===== src/rtl/rlbe_pkg.sv =====
`timescale 1ns / 1ps
// ----------------------------------------------------------------------------
// rlbe_pkg
// Shared types and constants for the run-length byte encoder.
// ----------------------------------------------------------------------------
package rlbe_pkg;

    localparam int SYM_W   = 7;
    localparam int CNT_W   = 16;
    localparam int BYTE_W  = 8;

    localparam logic [CNT_W-1:0] RUN_CAP = 16'hFFFF;

    // Input command codes (carried on s_tuser)
    localparam logic CMD_DATA  = 1'b0;
    localparam logic CMD_FLUSH = 1'b1;

    // Job queue between front and back
    localparam int QDEPTH = 4;
    localparam int QPTR_W = $clog2(QDEPTH);
    localparam int QCNT_W = $clog2(QDEPTH + 1);

    // One entry of work for the back end: a run record or an error marker.
    typedef struct packed {
        logic             err;
        logic             wide;   // count above one byte, three-byte record
        logic [SYM_W-1:0] sym;
        logic [CNT_W-1:0] cnt;
    } rlbe_job_t;

endpackage


===== src/rtl/rlbe_front.sv =====
`timescale 1ns / 1ps
// ----------------------------------------------------------------------------
// rlbe_front
// Accepts items, tracks the open run and hands finished runs and errors to
// the job queue.
// ----------------------------------------------------------------------------
module rlbe_front (
    input  logic                 aclk,
    input  logic                 aresetn,
    input  logic                 s_tvalid,
    output logic                 s_tready,
    input  logic [7:0]           s_tdata,   // [7:0] symbol
    input  logic [0:0]           s_tuser,   // [0] command
    input  logic                 q_full,
    output logic                 q_push,
    output rlbe_pkg::rlbe_job_t  q_job
);
    import rlbe_pkg::*;

    logic [SYM_W-1:0] run_sym_reg, run_sym_next;
    logic [CNT_W-1:0] run_cnt_reg, run_cnt_next;
    logic             run_open_reg, run_open_next;
    logic             accept;
    logic             extend;

    assign s_tready = !q_full;
    assign accept   = s_tvalid && s_tready;
    assign extend   = run_open_reg && (s_tdata[SYM_W-1:0] == run_sym_reg)
                      && (run_cnt_reg < RUN_CAP);

    always_comb begin
        run_sym_next  = run_sym_reg;
        run_cnt_next  = run_cnt_reg;
        run_open_next = run_open_reg;
        q_push        = 1'b0;
        q_job.err     = 1'b0;
        q_job.wide    = (run_cnt_reg[CNT_W-1:BYTE_W] != '0);
        q_job.sym     = run_sym_reg;
        q_job.cnt     = run_cnt_reg;
        if (accept) begin
            if (s_tuser[0] == CMD_FLUSH) begin
                q_push        = run_open_reg;
                run_sym_next  = '0;
                run_cnt_next  = '0;
                run_open_next = 1'b0;
            end else if (s_tdata[BYTE_W-1]) begin
                // out-of-range symbol: error marker, run untouched
                q_push    = 1'b1;
                q_job.err = 1'b1;
            end else if (extend) begin
                run_cnt_next = run_cnt_reg + 1'b1;
            end else begin
                q_push        = run_open_reg;
                run_sym_next  = s_tdata[SYM_W-1:0];
                run_cnt_next  = {{(CNT_W-1){1'b0}}, 1'b1};
                run_open_next = 1'b1;
            end
        end
    end

    always_ff @(posedge aclk) begin
        if (!aresetn) begin
            run_sym_reg  <= '0;
            run_cnt_reg  <= '0;
            run_open_reg <= 1'b0;
        end else begin
            run_sym_reg  <= run_sym_next;
            run_cnt_reg  <= run_cnt_next;
            run_open_reg <= run_open_next;
        end
    end

    // an open run always holds at least one symbol
    assert property (@(posedge aclk) disable iff (!aresetn)
        run_open_reg |-> (run_cnt_reg != '0))
        else $error("open run with zero count");

endmodule


===== src/rtl/rlbe_queue.sv =====
`timescale 1ns / 1ps
// ----------------------------------------------------------------------------
// rlbe_queue
// Short FIFO of jobs between the front and the back end.
// ----------------------------------------------------------------------------
module rlbe_queue (
    input  logic                 aclk,
    input  logic                 aresetn,
    input  logic                 push,
    input  rlbe_pkg::rlbe_job_t  push_job,
    output logic                 full,
    input  logic                 pop,
    output logic                 head_valid,
    output rlbe_pkg::rlbe_job_t  head_job
);
    import rlbe_pkg::*;

    rlbe_job_t         mem_reg [QDEPTH];
    logic [QPTR_W-1:0] wr_ptr_reg, wr_ptr_next;
    logic [QPTR_W-1:0] rd_ptr_reg, rd_ptr_next;
    logic [QCNT_W-1:0] cnt_reg, cnt_next;

    assign full       = (cnt_reg == QCNT_W'(QDEPTH));
    assign head_valid = (cnt_reg != '0);
    assign head_job   = mem_reg[rd_ptr_reg];

    always_comb begin
        wr_ptr_next = push ? wr_ptr_reg + 1'b1 : wr_ptr_reg;
        rd_ptr_next = pop  ? rd_ptr_reg + 1'b1 : rd_ptr_reg;
        cnt_next    = cnt_reg;
        if (push && !pop) begin
            cnt_next = cnt_reg + 1'b1;
        end else if (pop && !push) begin
            cnt_next = cnt_reg - 1'b1;
        end
    end

    always_ff @(posedge aclk) begin
        if (!aresetn) begin
            wr_ptr_reg <= '0;
            rd_ptr_reg <= '0;
            cnt_reg    <= '0;
        end else begin
            wr_ptr_reg <= wr_ptr_next;
            rd_ptr_reg <= rd_ptr_next;
            cnt_reg    <= cnt_next;
        end
    end

    always_ff @(posedge aclk) begin
        if (push) begin
            mem_reg[wr_ptr_reg] <= push_job;
        end
    end

    assert property (@(posedge aclk) disable iff (!aresetn)
        push |-> !full)
        else $error("job queue overflow");

    assert property (@(posedge aclk) disable iff (!aresetn)
        pop |-> head_valid)
        else $error("job queue underflow");

    assert property (@(posedge aclk) disable iff (!aresetn)
        cnt_reg <= QCNT_W'(QDEPTH))
        else $error("job queue count out of range");

endmodule


===== src/rtl/rlbe_back.sv =====
`timescale 1ns / 1ps
// ----------------------------------------------------------------------------
// rlbe_back
// Takes jobs from the queue and serializes each into record bytes.
// ----------------------------------------------------------------------------
module rlbe_back (
    input  logic                 aclk,
    input  logic                 aresetn,
    input  logic                 q_valid,
    input  rlbe_pkg::rlbe_job_t  q_job,
    output logic                 q_pop,
    output logic                 m_tvalid,
    input  logic                 m_tready,
    output logic [7:0]           m_tdata,   // [7:0] out_byte
    output logic                 m_tlast,   // last
    output logic [0:0]           m_tuser    // [0] error
);
    import rlbe_pkg::*;

    localparam logic [1:0] POS_SYM = 2'd0;
    localparam logic [1:0] POS_LO  = 2'd1;
    localparam logic [1:0] POS_HI  = 2'd2;

    rlbe_job_t  job_reg;
    logic       job_valid_reg, job_valid_next;
    logic [1:0] pos_reg, pos_next;
    logic       byte_last;
    logic       xfer;

    always_comb begin
        m_tdata   = '0;
        byte_last = 1'b0;
        if (job_reg.err) begin
            byte_last = 1'b1;
        end else begin
            case (pos_reg)
                POS_SYM: m_tdata = {job_reg.wide, job_reg.sym};
                POS_LO: begin
                    m_tdata   = job_reg.cnt[BYTE_W-1:0];
                    byte_last = !job_reg.wide;
                end
                POS_HI: begin
                    m_tdata   = job_reg.cnt[CNT_W-1:BYTE_W];
                    byte_last = 1'b1;
                end
                default: begin
                    m_tdata   = '0;
                    byte_last = 1'b1;
                end
            endcase
        end
    end

    assign m_tvalid   = job_valid_reg;
    assign m_tlast    = byte_last;
    assign m_tuser[0] = job_reg.err;
    assign xfer       = m_tvalid && m_tready;
    // next job loads as soon as the last byte of the current one leaves
    assign q_pop      = q_valid && (!job_valid_reg || (xfer && byte_last));

    always_comb begin
        job_valid_next = job_valid_reg;
        pos_next       = pos_reg;
        if (q_pop) begin
            job_valid_next = 1'b1;
            pos_next       = POS_SYM;
        end else if (xfer) begin
            if (byte_last) begin
                job_valid_next = 1'b0;
                pos_next       = POS_SYM;
            end else begin
                pos_next = pos_reg + 1'b1;
            end
        end
    end

    always_ff @(posedge aclk) begin
        if (!aresetn) begin
            job_valid_reg <= 1'b0;
            pos_reg       <= POS_SYM;
        end else begin
            job_valid_reg <= job_valid_next;
            pos_reg       <= pos_next;
        end
    end

    always_ff @(posedge aclk) begin
        if (q_pop) begin
            job_reg <= q_job;
        end
    end

    assert property (@(posedge aclk) disable iff (!aresetn)
        (m_tvalid && m_tuser[0]) |-> (m_tlast && (m_tdata == '0)))
        else $error("error result must be a single zero byte");

    assert property (@(posedge aclk) disable iff (!aresetn)
        (m_tvalid && !job_reg.err && !job_reg.wide) |-> (pos_reg != POS_HI))
        else $error("short record past its count byte");

endmodule


===== src/rtl/run_length_byte_encoder_core.sv =====
`timescale 1ns / 1ps
// A closed run goes through the job queue and the back job register before its first byte.
// Throughput: one input item per cycle; a queued record drains at one byte per cycle
// while m_tready is high (2 or 3 bytes, 1 for an error), back to back between records.
// The front stalls only when the 4-entry job queue is full.
// Reset: synchronous active-low aresetn clears the open run, the queue and the output.
// ----------------------------------------------------------------------------
// run_length_byte_encoder_core
// Run-length encoder for 7-bit symbols with byte-serial record output.
// ----------------------------------------------------------------------------
module run_length_byte_encoder_core (
    input  logic       aclk,
    input  logic       aresetn,
    input  logic       s_tvalid,
    output logic       s_tready,
    input  logic [7:0] s_tdata,   // [7:0] symbol
    input  logic [0:0] s_tuser,   // [0] command
    output logic       m_tvalid,
    input  logic       m_tready,
    output logic [7:0] m_tdata,   // [7:0] out_byte
    output logic       m_tlast,   // last
    output logic [0:0] m_tuser    // [0] error
);
    import rlbe_pkg::*;

    logic      q_push, q_full, q_pop, q_valid;
    rlbe_job_t push_job, head_job;

    rlbe_front u_front (
        .aclk     (aclk),
        .aresetn  (aresetn),
        .s_tvalid (s_tvalid),
        .s_tready (s_tready),
        .s_tdata  (s_tdata),
        .s_tuser  (s_tuser),
        .q_full   (q_full),
        .q_push   (q_push),
        .q_job    (push_job)
    );

    rlbe_queue u_queue (
        .aclk       (aclk),
        .aresetn    (aresetn),
        .push       (q_push),
        .push_job   (push_job),
        .full       (q_full),
        .pop        (q_pop),
        .head_valid (q_valid),
        .head_job   (head_job)
    );

    rlbe_back u_back (
        .aclk     (aclk),
        .aresetn  (aresetn),
        .q_valid  (q_valid),
        .q_job    (head_job),
        .q_pop    (q_pop),
        .m_tvalid (m_tvalid),
        .m_tready (m_tready),
        .m_tdata  (m_tdata),
        .m_tlast  (m_tlast),
        .m_tuser  (m_tuser)
    );

endmodule

===== config.mk =====
export PLATFORM = sky130hd
export DESIGN_NAME = run_length_byte_encoder_core
export DESIGN_NICKNAME = d
export VERILOG_FILES = /design/src/rtl/rlbe_pkg.sv /design/src/rtl/rlbe_front.sv /design/src/rtl/rlbe_queue.sv /design/src/rtl/rlbe_back.sv /design/src/rtl/run_length_byte_encoder_core.sv
export SDC_FILE = /design/constraint.sdc
export NUM_CORES = 1
export LEC_CHECK = 0
export BUFFER_PORTS_ARGS = -buffer_cell sky130_fd_sc_hd__clkbuf_2
export CORE_MARGIN = 2
export CORE_UTILIZATION = 55
export CTS_CLUSTER_SIZE = 8
export DETAILED_ROUTE_END_ITERATION = 12
export GPL_ROUTABILITY_DRIVEN = 0
export PLACE_DENSITY = 0.75
export SYNTH_ARGS = -nofsm -noshare
export SYNTH_HDL_FRONTEND = slang
export SYNTH_SLANG_ARGS = --single-unit

===== constraint.sdc =====
create_clock -name aclk -period 3.9 [get_ports aclk]
set_input_delay 0.78 -clock aclk [delete_from_list [all_inputs] [get_ports aclk]]
set_output_delay 0.78 -clock aclk [all_outputs]
set_load 0.005 [all_outputs]

== Yosys cells after proc, flatten, opt, wreduce, memory -nomap -nowiden ==
Memories as Yosys holds them, arrays and structs flattened. A register that Yosys moved wholly into a read port is not among the register bits.
Cells that the tools add are included.

* Add/sub/neg operators: 6
* Magnitude comparators: 1
* Equal/unequal tests: 6
* Mux-type cells: 28
* Bitwise logic cells: 1
* Reductions and logical operators: 24

{| class="wikitable"
|+ Operators by type and width
! operator !! number
|-
| 2-to-1 mux 16 bit || 3
|-
| case mux 8 bit (3 select lines) || 1
|-
| 2-to-1 mux 7 bit || 3
|-
| adder 16 x 1 -> 16 bit, second input constant || 1
|-
| < comparator 16 bit, second input constant || 1
|-
| 2-to-1 mux 1 bit || 16
|-
| logical AND 1 bit || 8
|-
| 2-to-1 mux 8 bit || 1
|-
| nonzero test 8 bit || 1
|-
| equality test 7 bit || 1
|-
| adder 2 x 1 -> 2 bit, second input constant || 3
|-
| 2-to-1 mux 3 bit || 2
|-
| nonzero test 2 bit || 3
|-
| zero test 1 bit || 5
|-
| AND reduction 2 bit || 2
|-
| adder 3 x 1 -> 3 bit, second input constant || 1
|-
| equality test 3 bit, second input constant || 1
|-
| AND reduction 3 bit || 1
|-
| nonzero test 3 bit || 1
|-
| subtractor 3 x 1 -> 3 bit, second input constant || 1
|-
| equality test 2 x 1 -> 1 bit, second input constant || 1
|-
| equality test 2 bit, second input constant || 1
|-
| zero test 2 bit || 1
|-
| 2-to-1 mux 2 bit || 1
|-
| 6 further kinds || 6
|}

* Register bits after elaboration: 34
* Bits in writable memories: 100
* Input bits: 13
* Output and inout bits: 12
* Word-level logic and storage cells: 75
* Memories: 1

{| class="wikitable"
|+ Memory list
! memory !! words !! bits a word !! read ports !! clocked after memory_dff !! wr ports !! RTL line !! text
|-
| u_queue.mem_reg || 4 || 25 || 1 || 1 || 1 || rlbe_queue.sv:18 || <nowiki>rlbe_job_t mem_reg [QDEPTH];</nowiki>
|}

== Longest topological paths before layout ==
Gate-level depths: netlist of run 1.

* Depth after elaboration: 11
* Gate-level depth with buffers: 13
* Depth with buffers taken out: 12

== Modules after synthesis ==
From an unflattened synthesis of run 1, not the netlist that was laid out.

* Cells, all modules: 380
* Area, all modules: 6427.4 sq um

{| class="wikitable"
|+ Modules (own cells, without submodules)
! module !! times used !! cells each !! area an instance (sq um)
|-
| rlbe_queue || 1 || 174 || 4097.7
|-
| rlbe_front || 1 || 136 || 1227.4
|-
| rlbe_back || 1 || 70 || 1102.3
|}

== Least setup slack after synthesis of run 1 ==
Ideal clock, no wire load.

* Kind: register to register
* From: register u_back.pos_reg[0]
* To: register u_queue.cnt_reg[2]
* Library setup time: 0.071 ns
* Data arrival time: 3.677 ns
* Data required time: 3.829 ns
* Setup slack: 0.152 ns
* Stages on the path, launching flop included: 13
* Buffers on the path: 1
* Cells stage by stage: dfxtp_1 -> ha_1 -> clkbuf_1 -> mux2i_1 -> o21ai_0 -> a21oi_1 -> inv_1 -> ha_1 -> inv_1 -> fa_1 -> xor2_1 -> or3_1 -> a21oi_1

* Word-level cells in the longest chain between the ends: 9

{| class="wikitable"
|+ RTL lines
! what !! RTL line !! text
|-
| start: declaration || rlbe_back.sv:26 || <nowiki>logic [1:0] pos_reg, pos_next;</nowiki>
|-
| start signal: assignment || rlbe_back.sv:83 || <nowiki>pos_reg <= pos_next;</nowiki>
|-
| equality test 2 x 1 -> 1 bit / zero test 2 bit (equally long branches) || rlbe_back.sv:36 || <nowiki>case (pos_reg)</nowiki>
|-
| case mux 1 bit (2 select lines) (*) || rlbe_back.sv:36 ||
|-
| 2-to-1 mux 1 bit (*) || rlbe_back.sv:33 || <nowiki>if (job_reg.err) begin</nowiki>
|-
| logical AND 1 bit (*) || rlbe_back.sv:59 || <nowiki>assign q_pop = q_valid && (!job_valid_reg || (xfer && byte_last));</nowiki>
|-
| logical OR 1 bit (*) || rlbe_back.sv:59 ||
|-
| logical AND 1 bit (*) || rlbe_back.sv:59 ||
|-
| named net q_pop || run_length_byte_encoder_core.sv:26 || <nowiki>logic q_push, q_full, q_pop, q_valid;</nowiki>
|-
| zero test 1 bit || rlbe_queue.sv:31 || <nowiki>if (push && !pop) begin</nowiki>
|-
| logical AND 1 bit || rlbe_queue.sv:31 ||
|-
| 2-to-1 mux 3 bit / nonzero test 2 bit (equally long branches) || -- ||
|-
| end signal: assignment || rlbe_queue.sv:46 || <nowiki>cnt_reg <= cnt_next;</nowiki>
|-
| end: declaration || rlbe_queue.sv:21 || <nowiki>logic [QCNT_W-1:0] cnt_reg, cnt_next;</nowiki>
|}

The timed path passes the listed nets; every way through them passes the cells marked *.
A chain may end at the register's enable or synchronous reset.

== Final worst setup path of run 1 ==
* From: register u_front.run_cnt_reg[0]
* To: register u_queue.cnt_reg[2]

* Word-level cells in the longest chain between the ends: 9

{| class="wikitable"
|+ RTL lines
! what !! RTL line !! text
|-
| start: declaration || rlbe_front.sv:21 || <nowiki>logic [CNT_W-1:0] run_cnt_reg, run_cnt_next;</nowiki>
|-
| start signal: assignment || rlbe_front.sv:68 || <nowiki>run_cnt_reg <= run_cnt_next;</nowiki>
|-
| < comparator 16 bit (*) || rlbe_front.sv:29 || <nowiki>&& (run_cnt_reg < RUN_CAP);</nowiki>
|-
| logical AND 1 bit (*) || rlbe_front.sv:29 ||
|-
| 2-to-1 mux 1 bit (*) || rlbe_front.sv:50 || <nowiki>end else if (extend) begin</nowiki>
|-
| 2-to-1 mux 1 bit (*) || rlbe_front.sv:46 || <nowiki>end else if (s_tdata[BYTE_W-1]) begin</nowiki>
|-
| 2-to-1 mux 1 bit (*) || rlbe_front.sv:41 || <nowiki>if (s_tuser[0] == CMD_FLUSH) begin</nowiki>
|-
| 2-to-1 mux 1 bit (*) || rlbe_front.sv:40 || <nowiki>if (accept) begin</nowiki>
|-
| named net q_push || run_length_byte_encoder_core.sv:26 ||
|-
| zero test 1 bit || rlbe_queue.sv:33 || <nowiki>end else if (pop && !push) begin</nowiki>
|-
| logical AND 1 bit || rlbe_queue.sv:33 ||
|-
| nonzero test 2 bit (no line) || -- ||
|}

Marked as above.

==> results of run 1 <==
-- path summary, 6_finish.rpt --
kind	cells after the start	to	start
worst max-delay path	11	u_queue.cnt_reg[2]$_SDFFE_PN0P_	u_front.run_cnt_reg[0]$_SDFFE_PN0P_
worst min-delay path	2	u_queue.wr_ptr_reg[1]$_SDFFE_PN0P_	u_queue.wr_ptr_reg[1]$_SDFFE_PN0P_
worst max register to register	11	u_queue.cnt_reg[2]$_SDFFE_PN0P_	u_front.run_cnt_reg[0]$_SDFFE_PN0P_
worst min register to register	2	u_queue.wr_ptr_reg[1]$_SDFFE_PN0P_	u_queue.wr_ptr_reg[1]$_SDFFE_PN0P_
-- cells in the mapped netlist (all sizes together) --
master	n	area, sq um
a211oi	1	7.510
a32o	1	11.26
nor3	10	50.05
ha	10	125.1
o21ai	2	10.01
or2	4	25.02
nor2	31	148.9
a222oi	8	80.08
or3b	1	8.760
nor4	7	43.79
a31o	1	8.760
a21oi	7	38.79
and2	4	25.02
dfxtp	34	680.7
xnor2	20	175.2
o211ai	1	7.510
fa	1	20.02
nand3	7	35.03
mux2i	4	40.04
a2bb2oi	1	8.760
a32oi	1	16.27
nand4	7	58.81
and3	2	12.51
nand2	13	48.80
nand2b	1	6.260
a22o	7	61.31
inv	12	45.04
or3	1	6.260
mux4	25	563.0
and4	1	8.760
or4	1	11.26
xor2	5	43.79
buf	7	46.29
o21bai	1	7.510
nor4bb	1	10.01
nor3b	1	7.510
edfxtp	125	3754
nor2b	1	6.260
clkbuf	10	37.54
-- stage by stage --
| step | cells | util [%] | setup slack (ns) |
|---|---|---|---|
| 2_1_floorplan | 377 | - | 0.1520 |
| 3_3_place_gp | 533 | 58.00 | 0.8613 |
| 3_5_place_dp | 533 | 58.00 | 0.7175 |
| 4_1_cts | 565 | 63.25 | 0.6885 |
| 5_1_grt | 565 | 63.25 | 0.4573 |
| 6_report | 565 | 63.25 | 0.6984 |
-- placed cells by master, fill, tap and decap left out, types with 2 or more instances in the layout --
master / count
clkinv_2: 4
clkbuf_2: 24
mux2i_1: 4
clkbuf_16: 17
edfxtp_1: 125
inv_6: 2
nand2_1: 13
xor2_1: 5
nand4_1: 6
nor3_1: 10
dfxtp_1: 33
and3_1: 2
a21oi_1: 5
inv_1: 12
o21ai_0: 2
and2_1: 4
nand3_1: 7
ha_1: 10
buf_4: 6
a22o_1: 7
clkinvlp_4: 5
nor4_1: 7
a222oi_1: 8
or2_2: 4
bufinv_16: 3
xnor2_1: 20
nor2_1: 20
nor2_2: 10
mux4_2: 25
a21oi_2: 2
-- routing by layer --
| metal | wire [um] | up-vias | share of wire [%] | global-route usage, % |
|---|---|---|---|---|
| met5 | 0 | - | 0 | 0 |
| met4 | 226 | 0 | 2.1 | 7.325 |
| met3 | 529 | 19 | 5.0 | 5.249 |
| met2 | 5221 | 93 | 49 | 29.94 |
| met1 | 4706 | 1612 | 44 | 25.62 |
| li1 | - | 1529 | - | - |
-- where the power goes --
part           internal [uW]  switching (uW)  leakage [uW]  total, uW
combinational            350             373      0.000654        723
clock                   1000             630      0.000279       1630
sequential              2110             162       0.00137       2270
total                   3460            1170       0.00230       4620
-- cells by family (layout without fill, tap and decap cells) --
family                   Yosys count  count (layout)
buffers and inverters             29              74
AND/OR/NAND/NOR                   93              93
flip-flops                       159             159
multiplexers                      29              29
adder cells (fa/ha/maj)           11              11
XOR/XNOR                          25              25
AO/OA/AOI/OAI                     31              31
-- layout make-up --
type | instances | area (sq um)
fillers | 799 | 4160
clock inverters | 15 | 168.9
clock buffers | 17 | 425.4
multi-input cells | 189 | 1742
well taps | 143 | 178.9
repair buffers | 30 | 165.2
inverters | 12 | 45.04
flip-flops and latches | 159 | 4436
-- worst reg2reg max path, stage by stage (launching register included) --
cell,delay (ns)
dfxtp_1,0.46
ha_1,0.28
nand4_4,0.15
or4_4,0.56
nor4bb_1,0.19
nor2_4,0.19
ha_1,0.21
inv_1,0.07
fa_1,0.37
xor2_1,0.17
or3_1,0.31
a21oi_1,0.16
==> summary.md, run 1 <==
| Metric | Value |
|---|---|
| Status | complete, no violations |
| Vias in the first global route | 3288 |
| Most frequent CP cell | ha_1 |
| Setup crit end kind | flop |
| Slowest cell on crit path | or4_4 |
| Syn_area_per_cell | between 15 and 20 sq um |
| Fin Clk Skew | between 0.008 and 0.009 ns |
| Area post-placement | around 0.0066 sq mm |
| Largest stage delay on the critical path | ~0.56 ns |
| GRT Total Usage | a little under a fifth |
| Post-CTS setup repair buffer count | 0 |
| FF+latch count, synth | about 160 |
| Area delta synth->final | 13.64% |
| H-Tree Level Count | 4 |
| Drt wl/cell | about 19 um |
| Synth Area in XOR/XNOR | around 3.5% |
| Syn. warnings | 0 |
| Cell Area, Synth | ~0.0063 sq mm |
| Final Instance Area | ~0.0072 sq mm |
| Largest family of logic cells by synthesized area | multiplexers |
| Pleak | 0.002301 uW |
| Starting density of the core | a little under three fifths |
| CTS Sinks | 159 |
| Minimum clock period | 3.202 ns |
| Startpoint class of the critical path | flop |
| Hold Slack | just over 0.5 ns |
| Final Max Tran Viols | 0 |
| Drt initial violations | 352 |
| Placement Rows | 39 |
| Crit-path leading delay family | simple AND/OR/NAND/NOR gates |
| Post-Syn Instances | 377 |
| First-pass GRT wire length | about 17000 um |
| Actual slew at the worst max-slew pin | about 0.99 ns |
| Post-Synth Adder-Cell Area | approximately 2.3% |
| Die Area | 0.01233 sq mm |
| Core area | around 0.011 sq mm |
| Final ANT Viol Nets | 0 |
| Pwr Total | about 4600 uW |
| Maximum vdd drop | approximately 490 uV |
| Cell variety after synth | 45 |
| CTS root buf | clkbuf_16 |
| Crit path buf inv count | 1 |
| Synth Area in Simple Gates | between 8 and 9% |
| Ant. Diodes | 0 |
| Pin count of the biggest net entering global routing | 29 |
| Later-pin clock latency in the skew report | 0.41 ns |
| Hold crit path type | reg -> reg |
| # resized after CTS | 0 |
| CP cell instances | ha_1 > nand4_4 > or4_4 > nor4bb_1 > nor2_4 > ha_1 > inv_1 > fa_1 > xor2_1 > or3_1 > a21oi_1 |
| Vias per cell | around 5.8 |
| RSZ-0062 raised after global routing | false |
| Peak Freq | 312.3 MHz |
| NumNets Final | approximately 430 |
| Mux cell area share after synthesis | about a tenth |
| Final hold vios | 0 |
| Crit path max fanout | 9 |
| GRT overflow | 0 |
| CTS hold repair buffers | 0 |
| Syn nets | approximately 400 |
| WL final | about 11000 um |
| Max Cap Violations | 0 |
| 1st-pass router iterations | 5 |
| IO Pins | 25 |
| Endpoints failing setup | 0 |
| Critical path type | reg -> reg |
| DRC violation count after routing | 0 |
| Max reg flops | 100 |
| Die height | roughly 110 um |
| PD cells | between 600 and 700 mW/mm^2 |
| Worst reg-to-reg setup slack | around 0.70 ns |
| CTS tree | yes |
| Final Cycle Share | 82.09% |
| IO Port Bufs | 24 |
| CP required | ~4.2 ns |
| Slew margin rel. | about a third |
| Via Count | 3253 |
| Total CTS buffers | 17 |
| DP HPWL | 6877 um |
| Initial antenna violation count | 0 |
| Register area share after synthesis | 70.37% |
| Share of layout cells above drive strength 1 | a little over a quarter |
| Setup_tns | 0 ns |
| Worst-path clk slew | 0.06 ns |
| Synth Area in Compound Gates | 4.091% |
| WP data arrival | ~3.5 ns |
| CTS Buffer Depth | 2 |
| DIE WIDTH | 111.0 um |
Note: power is estimated with default switching activity, not from simulation.
==> run 2: changes to the inputs <==
--- a/config.mk
+++ b/config.mk
@@ -5,13 +5,14 @@
 export SDC_FILE = /design/constraint.sdc
 export NUM_CORES = 1
 export LEC_CHECK = 0
+export ABC_AREA = 1
 export BUFFER_PORTS_ARGS = -buffer_cell sky130_fd_sc_hd__clkbuf_2
 export CORE_MARGIN = 2
-export CORE_UTILIZATION = 55
+export CORE_UTILIZATION = 61
 export CTS_CLUSTER_SIZE = 8
 export DETAILED_ROUTE_END_ITERATION = 12
 export GPL_ROUTABILITY_DRIVEN = 0
-export PLACE_DENSITY = 0.75
+export PLACE_DENSITY = 0.79
 export SYNTH_ARGS = -nofsm -noshare
 export SYNTH_HDL_FRONTEND = slang
 export SYNTH_SLANG_ARGS = --single-unit
==> constraint.sdc (replaced) <==
create_clock -name aclk -period 3 [get_ports aclk]
set_input_delay 0.6 -clock aclk [delete_from_list [all_inputs] [get_ports aclk]]
set_output_delay 0.6 -clock aclk [all_outputs]
set_load 0.005 [all_outputs]
==> summary.md, run 2 <==
| Metric | Value |
|---|---|
| Setup crit end kind | flop |
| R2R depth | 14 |
| Worst setup path startpoint | u_front.run_cnt_reg[1]$_SDFFE_PN0P_ |
| Area delta synth->final | 12.60% |
| Via Count | 4361 |
| Post-Synth Adder-Cell Area | approximately 2.2% |
| Actual slew at the worst max-slew pin | 0.7530 ns |
| GRT overflow | 0 |
| # resized after CTS | 0 |
| Max reg flops | 100 |
| Endpoints failing setup | 0 |
| Die height | ~110 um |
| Share of layout cells above drive strength 1 | 15.01% |
| Register area share after synthesis | 66.94% |
| Pleak | roughly 0.0027 uW |
| Worst-path clk slew | approximately 0.060 ns |
| IO Pins | 25 |
| Synth Area in XOR/XNOR | 0.9256% |
| CP cell instances | ha_1 > inv_1 > nor2_1 > nand4_2 > nand3_2 > nand2_2 > nand2_1 > ha_1 > inv_1 > fa_1 > a21oi_1 > o21ai_0 > o21ai_0 > a21oi_1 |
| Final Cycle Share | 87.42% |
| CTS root buf | clkbuf_8 |
| CP required | roughly 3.4 ns |
| Post-CTS setup repair buffer count | 0 |
| Slowest cell on crit path | dfxtp_1 |
| Total CTS buffers | 17 |
| WL final | about 13000 um |
| 1st-pass router iterations | 6 |
| Syn_area_per_cell | approximately 11 sq um |
| Final Non-Filler Cells | 773 |
| Post-synth EDFFs | 125 |
| Max Cap Violations | 0 |
| Minimum clock period | around 2.6 ns |
| Syn. warnings | 0 |
| FF+latch count, synth | approximately 160 |
| Largest stage delay on the critical path | roughly 0.47 ns |
| Clock Power Share | a little under a third |
| Slew margin rel. | approximately half |
| Grt met2 use | about 38% |
| CTS hold repair buffers | 0 |
| Vias per cell | 5.642 |
| Synth Area in Compound Gates | 9.445% |
| Placed Instances | 741 |
| Ant. Diodes | 0 |
| Post-place setup slack | roughly 0.4 ns |
| Fin Clk Skew | roughly 0.011 ns |
| Crit-path leading delay family | simple AND/OR/NAND/NOR gates |
| Psw | 1906 uW |
| Final hold vios | 0 |
| Grt peak-use layer | met2 |
| WP data arrival | 3.03 ns |
| Startpoint class of the critical path | flop |
| PD cells | ~850 mW/mm^2 |
| Core area | 0.01070 sq mm |
| Int Pwr | approximately 4400 uW |
| Status | complete, no violations |
| RSZ-0062 raised after global routing | false |
| Cell Area, Synth | ~0.0066 sq mm |
| Placement Rows | 38 |
| DIE WIDTH | between 100 and 150 um |
| Largest family of logic cells by synthesized area | simple AND/OR/NAND/NOR gates |
| Top-count cell post-synth | edfxtp_1 |
| Critical Path End | u_queue.cnt_reg[2]$_SDFFE_PN0P_ |
| NumNets Final | around 640 |
| Top cells by area, synth | edfxtp_1 57%, dfxtp_1 10%, nand2_1 5.1% |
| Drt wl/cell | ~17 um |
| Mux cell area share after synthesis | less than 1% |
| Worst reg-to-reg setup slack | 0.38 ns |
| Hold crit path type | in -> reg |
| Final ANT Viol Nets | 0 |
| First-pass GRT wire length | around 20000 um |
| Synth Area in Simple Gates | 15.81% |
| CTS Buffer Depth | 2 |
| Maximum vdd drop | slightly below 500 uV |
| Pin count of the biggest net entering global routing | between 50 and 60 |
| Hold Crit Start | s_tdata[0] |
| Post-synth top area share | between 50% and 60% |
| DRC violation count after routing | 0 |
| Crit path depth | 14 |
| IO Port Bufs | 24 |
| Final Max Tran Viols | 0 |
| DP HPWL | approximately 8000 um |
| Met3 Usage GRT | 6.148% |
| Vias in the first global route | 4158 |
| Commonest non-fill, non-tap cell in the layout | edfxtp_1 |
| CTS Sinks | 159 |
| Met1 usage | approximately 31% |
| Cell variety after synth | 38 |
| Crit path max fanout | 9 |
| Critical path type | reg -> reg |
| GRT Total Usage | a little under a quarter |
| Later-pin clock latency in the skew report | 0.52 ns |
| Synth Flop Type | edfxtp_1 |
| Reg-to-Reg Start | u_front.run_cnt_reg[1]$_SDFFE_PN0P_ |
| Commonest cells in the synthesized netlist | 125 x edfxtp_1, 90 x nand2_1, 90 x nor2_1 |
| Crit path buf inv count | 2 |
| Die Area | 0.01171 sq mm |
| FF-to-FF End | u_queue.cnt_reg[2]$_SDFFE_PN0P_ |
| Seq pwr share | a little under half |
| CTS tree | yes |
| Synth area leader | edfxtp_1 |
| Drt initial violations | 473 |
| Sw Share | a little under a third |
| H-Tree Level Count | 4 |
| Setup ws final | approximately 0.38 ns |
| Post-Syn Instances | between 500 and 600 |
| Initial antenna violation count | 0 |
| Most frequent cells in the layout | 125 x edfxtp_1, 90 x nor2_1, 90 x nand2_1 |
| Combinational share of power | about a fifth |
| FFs w/ async S/R, synth | 0% |
| Peak Freq | around 380 MHz |
| Syn nets | ~600 |
| Starting density of the core | 61.92% |
## run 2: changes by cell type in the layout (fill, tap and decap cells not counted), moves of 8 or more
cell / previous run / this run
o21ai_0: 2 / 57
xnor2_1: 20 / 2
nor2_1: 20 / 90
a21oi_1: 5 / 13
a222oi_1: 8 / 0
inv_1: 12 / 47
o22ai_1: 0 / 28
mux4_2: 25 / 0
nand3_1: 7 / 22
nand2_1: 13 / 90
nor2_2: 10 / 2
## run 2: power by group through the flow
stage	sequential, uW	clock [uW]	combinational (uW)
floorplan	2920	0	941
global placement	3010	0	1270
detailed placement	3020	0	1330
CTS	2980	2020	1350
global route	3010	2120	1510
finish	2980	2000	1340
## run 2: worst reg2reg max path: cells and delay by family (launching register included)
family          cells  cell delay (ns)
compound gates      4             0.46
fa+ha+maj           3             0.71
buf+inv             2             0.15
flops               1             0.47
simple gates        5             0.72
## run 2: kinds of logic after synthesis
group / Yosys count
mux: 1
buf+inv: 69
fa+ha+maj: 11
xor+xnor: 7
flops: 159
compound gates: 108
simple gates: 232
## run 2: per-stage QoR
step	util [%]	power [uW]	setup TNS [ns]	instance area (sq um)	hold slack (ns)
2_1_floorplan	-	3861	-49.26	6624	0.4601
3_3_place_gp	64.51	4285	0	6902	0.4855
3_5_place_dp	64.51	4351	0	6902	0.5030
4_1_cts	69.72	6343	0	7458	0.3297
5_1_grt	69.72	6639	0	7458	0.3606
6_report	69.72	6321	0	7458	0.3539
## run 2: final cells by class
cell class	count	area, sq um
Inverter	48	185.2
Clock buffer	21	439.2
Sequential cell	159	4434
Clock inverter	11	117.6
Multi-Input combinational cell	359	1904
Timing Repair Buffer	35	202.7
Fill cell	739	3239
Tap cell	140	175.2
## run 2: worst min path at each step
stage	slack [ns]	cells past startpoint	to
3_3_place_gp	0.49	2	u_back.pos_reg[1]$_SDFFE_PP0P_
4_1_cts	0.33	3	u_front.run_sym_reg[0]$_SDFFE_PN0P_
5_1_grt	0.36	3	u_front.run_sym_reg[1]$_SDFFE_PN0P_
2_1_floorplan	0.46	0	u_queue.mem_reg[0][16]$_DFFE_PP_
6_report	0.35	3	u_front.run_sym_reg[0]$_SDFFE_PN0P_
3_5_place_dp	0.50	2	u_back.pos_reg[0]$_SDFFE_PP0P_
## run 2: metal layers
metal,wire [um],vias up
li1,-,2100
met5,0,-
met4,337,0
met3,924,31
met1,5487,2075
met2,6436,155
==> run 3: changes to the inputs <==
--- a/config.mk
+++ b/config.mk
@@ -8,11 +8,10 @@
 export ABC_AREA = 1
 export BUFFER_PORTS_ARGS = -buffer_cell sky130_fd_sc_hd__clkbuf_2
 export CORE_MARGIN = 2
-export CORE_UTILIZATION = 61
+export CORE_UTILIZATION = 35
 export CTS_CLUSTER_SIZE = 8
 export DETAILED_ROUTE_END_ITERATION = 12
 export GPL_ROUTABILITY_DRIVEN = 0
-export PLACE_DENSITY = 0.79
 export SYNTH_ARGS = -nofsm -noshare
 export SYNTH_HDL_FRONTEND = slang
 export SYNTH_SLANG_ARGS = --single-unit
==> summary.md, run 3 (synthesis gave the netlist of run 2 again) <==
| Metric | Value |
|---|---|
| Status | complete, no violations |
| Slew margin rel. | 39.20% |
| Pin count of the biggest net entering global routing | between 50 and 60 |
| Vias in the first global route | approximately 4100 |
| Final ANT Viol Nets | 0 |
| Die Area | around 0.020 sq mm |
| Post-route core utilization | between 40% and 50% |
| 1st-pass router iterations | 4 |
| # resized after CTS | 0 |
| Met3 WL | around 650 um |
| GRT overflow | 0 |
| CTS hold repair buffers | 0 |
| DRC violation count after routing | 0 |
| Worst-path clk slew | ~0.060 ns |
| NumNets Final | about 640 |
| CP required | ~3.3 ns |
| M1 wire length | roughly 6200 um |
| Die height | 141.6 um |
| Ant. Diodes | 0 |
| Vias per cell | 4.907 |
| IO Port Bufs | 24 |
| CTS tree | yes |
| Core area | approximately 0.019 sq mm |
| CTS Buffer Depth | 2 |
| Post-place setup slack | 0.2545 ns |
| IO Pins | 25 |
| CTS root buf | clkbuf_16 |
| Final Cycle Share | between 80 and 90% |
| Drt initial violations | around 370 |
| Fillers | around 1800 |
| Multi-input logic area | 0.001904 sq mm |
| Hold crit path type | in -> reg |
| Commonest non-fill, non-tap cell in the layout | edfxtp_1 |
| WL met2 | between 6000 and 7000 um |
| Setup crit end kind | flop |
| Via Count | about 4300 |
| Post-CTS setup repair buffer count | 0 |
| Uppermost layer routed | met4 |
| Hold Slack | about 0.46 ns |
| Critical path type | reg -> reg |
| Minimum clock period | around 2.6 ns |
| Pleak | between 0.002 and 0.003 uW |
| PD cells | ~860 mW/mm^2 |
| CTS Sinks | between 150 and 200 |
| Total CTS buffers | 17 |
| Startpoint class of the critical path | flop |
| Setup ws final | between 0.3 and 0.4 ns |
| Peak Freq | 381.7 MHz |
| Endpoints failing setup | 0 |
| Share of layout cells above drive strength 1 | between 10% and 20% |
| Crit path max fanout | 9 |
| DP HPWL | approximately 8600 um |
| Maximum vdd drop | 411.6 uV |
| Fin Clk Skew | just under 0.008 ns |
| WL final | between 10000 and 15000 um |
| Worst setup path startpoint | u_front.run_cnt_reg[1]$_SDFFE_PN0P_ |
| Actual slew at the worst max-slew pin | around 0.91 ns |
| Final Max Tran Viols | 0 |
| Final hold vios | 0 |
| Hold Crit Start | s_tdata[0] |
| Drt wl/cell | between 15 and 20 um |
| GRT Total Usage | 14.13% |
| Later-pin clock latency in the skew report | 0.42 ns |
| WP data arrival | slightly below 3 ns |
| FF+latch area | roughly 0.0044 sq mm |
| Placement Rows | 50 |
| Starting density of the core | between 30% and 40% |
| H-Tree Level Count | 4 |
| RSZ-0062 raised after global routing | false |
| DIE WIDTH | around 140 um |
| Reg-to-Reg Start | u_front.run_cnt_reg[1]$_SDFFE_PN0P_ |
| Initial antenna violation count | 0 |
| Area delta synth->final | 15.66% |
| Max reg flops | 100 |
| First-pass GRT wire length | around 22000 um |
| Most frequent cells in the layout | 125 x edfxtp_1, 90 x nor2_1, 90 x nand2_1 |
| Max Cap Violations | 0 |
run 3: area by class of cell:
| cell class | instances | area share [%] |
|---|---|---|
| clock inverters | 10 | 2.058 |
| well taps | 234 | 3.822 |
| inverters | 48 | 2.417 |
| multi-input cells | 359 | 24.86 |
| flip-flops and latches | 159 | 57.88 |
| clock buffers | 22 | 6.320 |
| repair buffers | 35 | 2.646 |
run 3: power breakdown:
| group | total [uW] | internal, uW | switching, uW |
|---|---|---|---|
| Clock | 2280 | 1480 | 807 |
| Sequential | 2930 | 2780 | 147 |
| Combinational | 1400 | 449 | 948 |
run 3: metrics by stage:
stage	instances	total power (uW)	setup TNS, ns	instance area [sq um]
4_1_cts	867	6674	0	7661
3_3_place_gp	835	4357	0	7019
5_1_grt	867	6968	0	7661
6_report	867	6610	0	7661
2_1_floorplan	587	3861	-49.26	6624
3_5_place_dp	835	4388	0	7019
run 3: worst paths after layout:
| path | endpoint | cells after the start | slack, ns |
|---|---|---|---|
| worst max register to register | u_queue.cnt_reg[2]$_SDFFE_PN0P_ | 14 | 0.38 |
| worst min-delay path | u_front.run_sym_reg[0]$_SDFFE_PN0P_ | 3 | 0.46 |
| worst min register to register | u_front.run_open_reg$_SDFFE_PN0P_ | 2 | 0.50 |
| worst max-delay path | u_queue.cnt_reg[2]$_SDFFE_PN0P_ | 14 | 0.38 |
run 3: worst max-delay path: stages (launching register included):
cell     delay [ns]
dfxtp_1        0.44
ha_1           0.19
inv_1          0.08
nor2_1         0.17
nand4_2        0.17
nand3_2        0.13
nand2_2        0.14
nand2_1        0.11
ha_1           0.14
inv_1          0.06
fa_1           0.37
a21oi_1        0.14
o21ai_0        0.11
o21ai_0        0.17
a21oi_1        0.07
run 3: layer usage:
layer  up-vias  global-route usage [%]
met5         -                       0
met4         0                   5.474
met3        15                   3.409
met2        95                   22.00
met1      2038                   19.21
li1       2106                       -
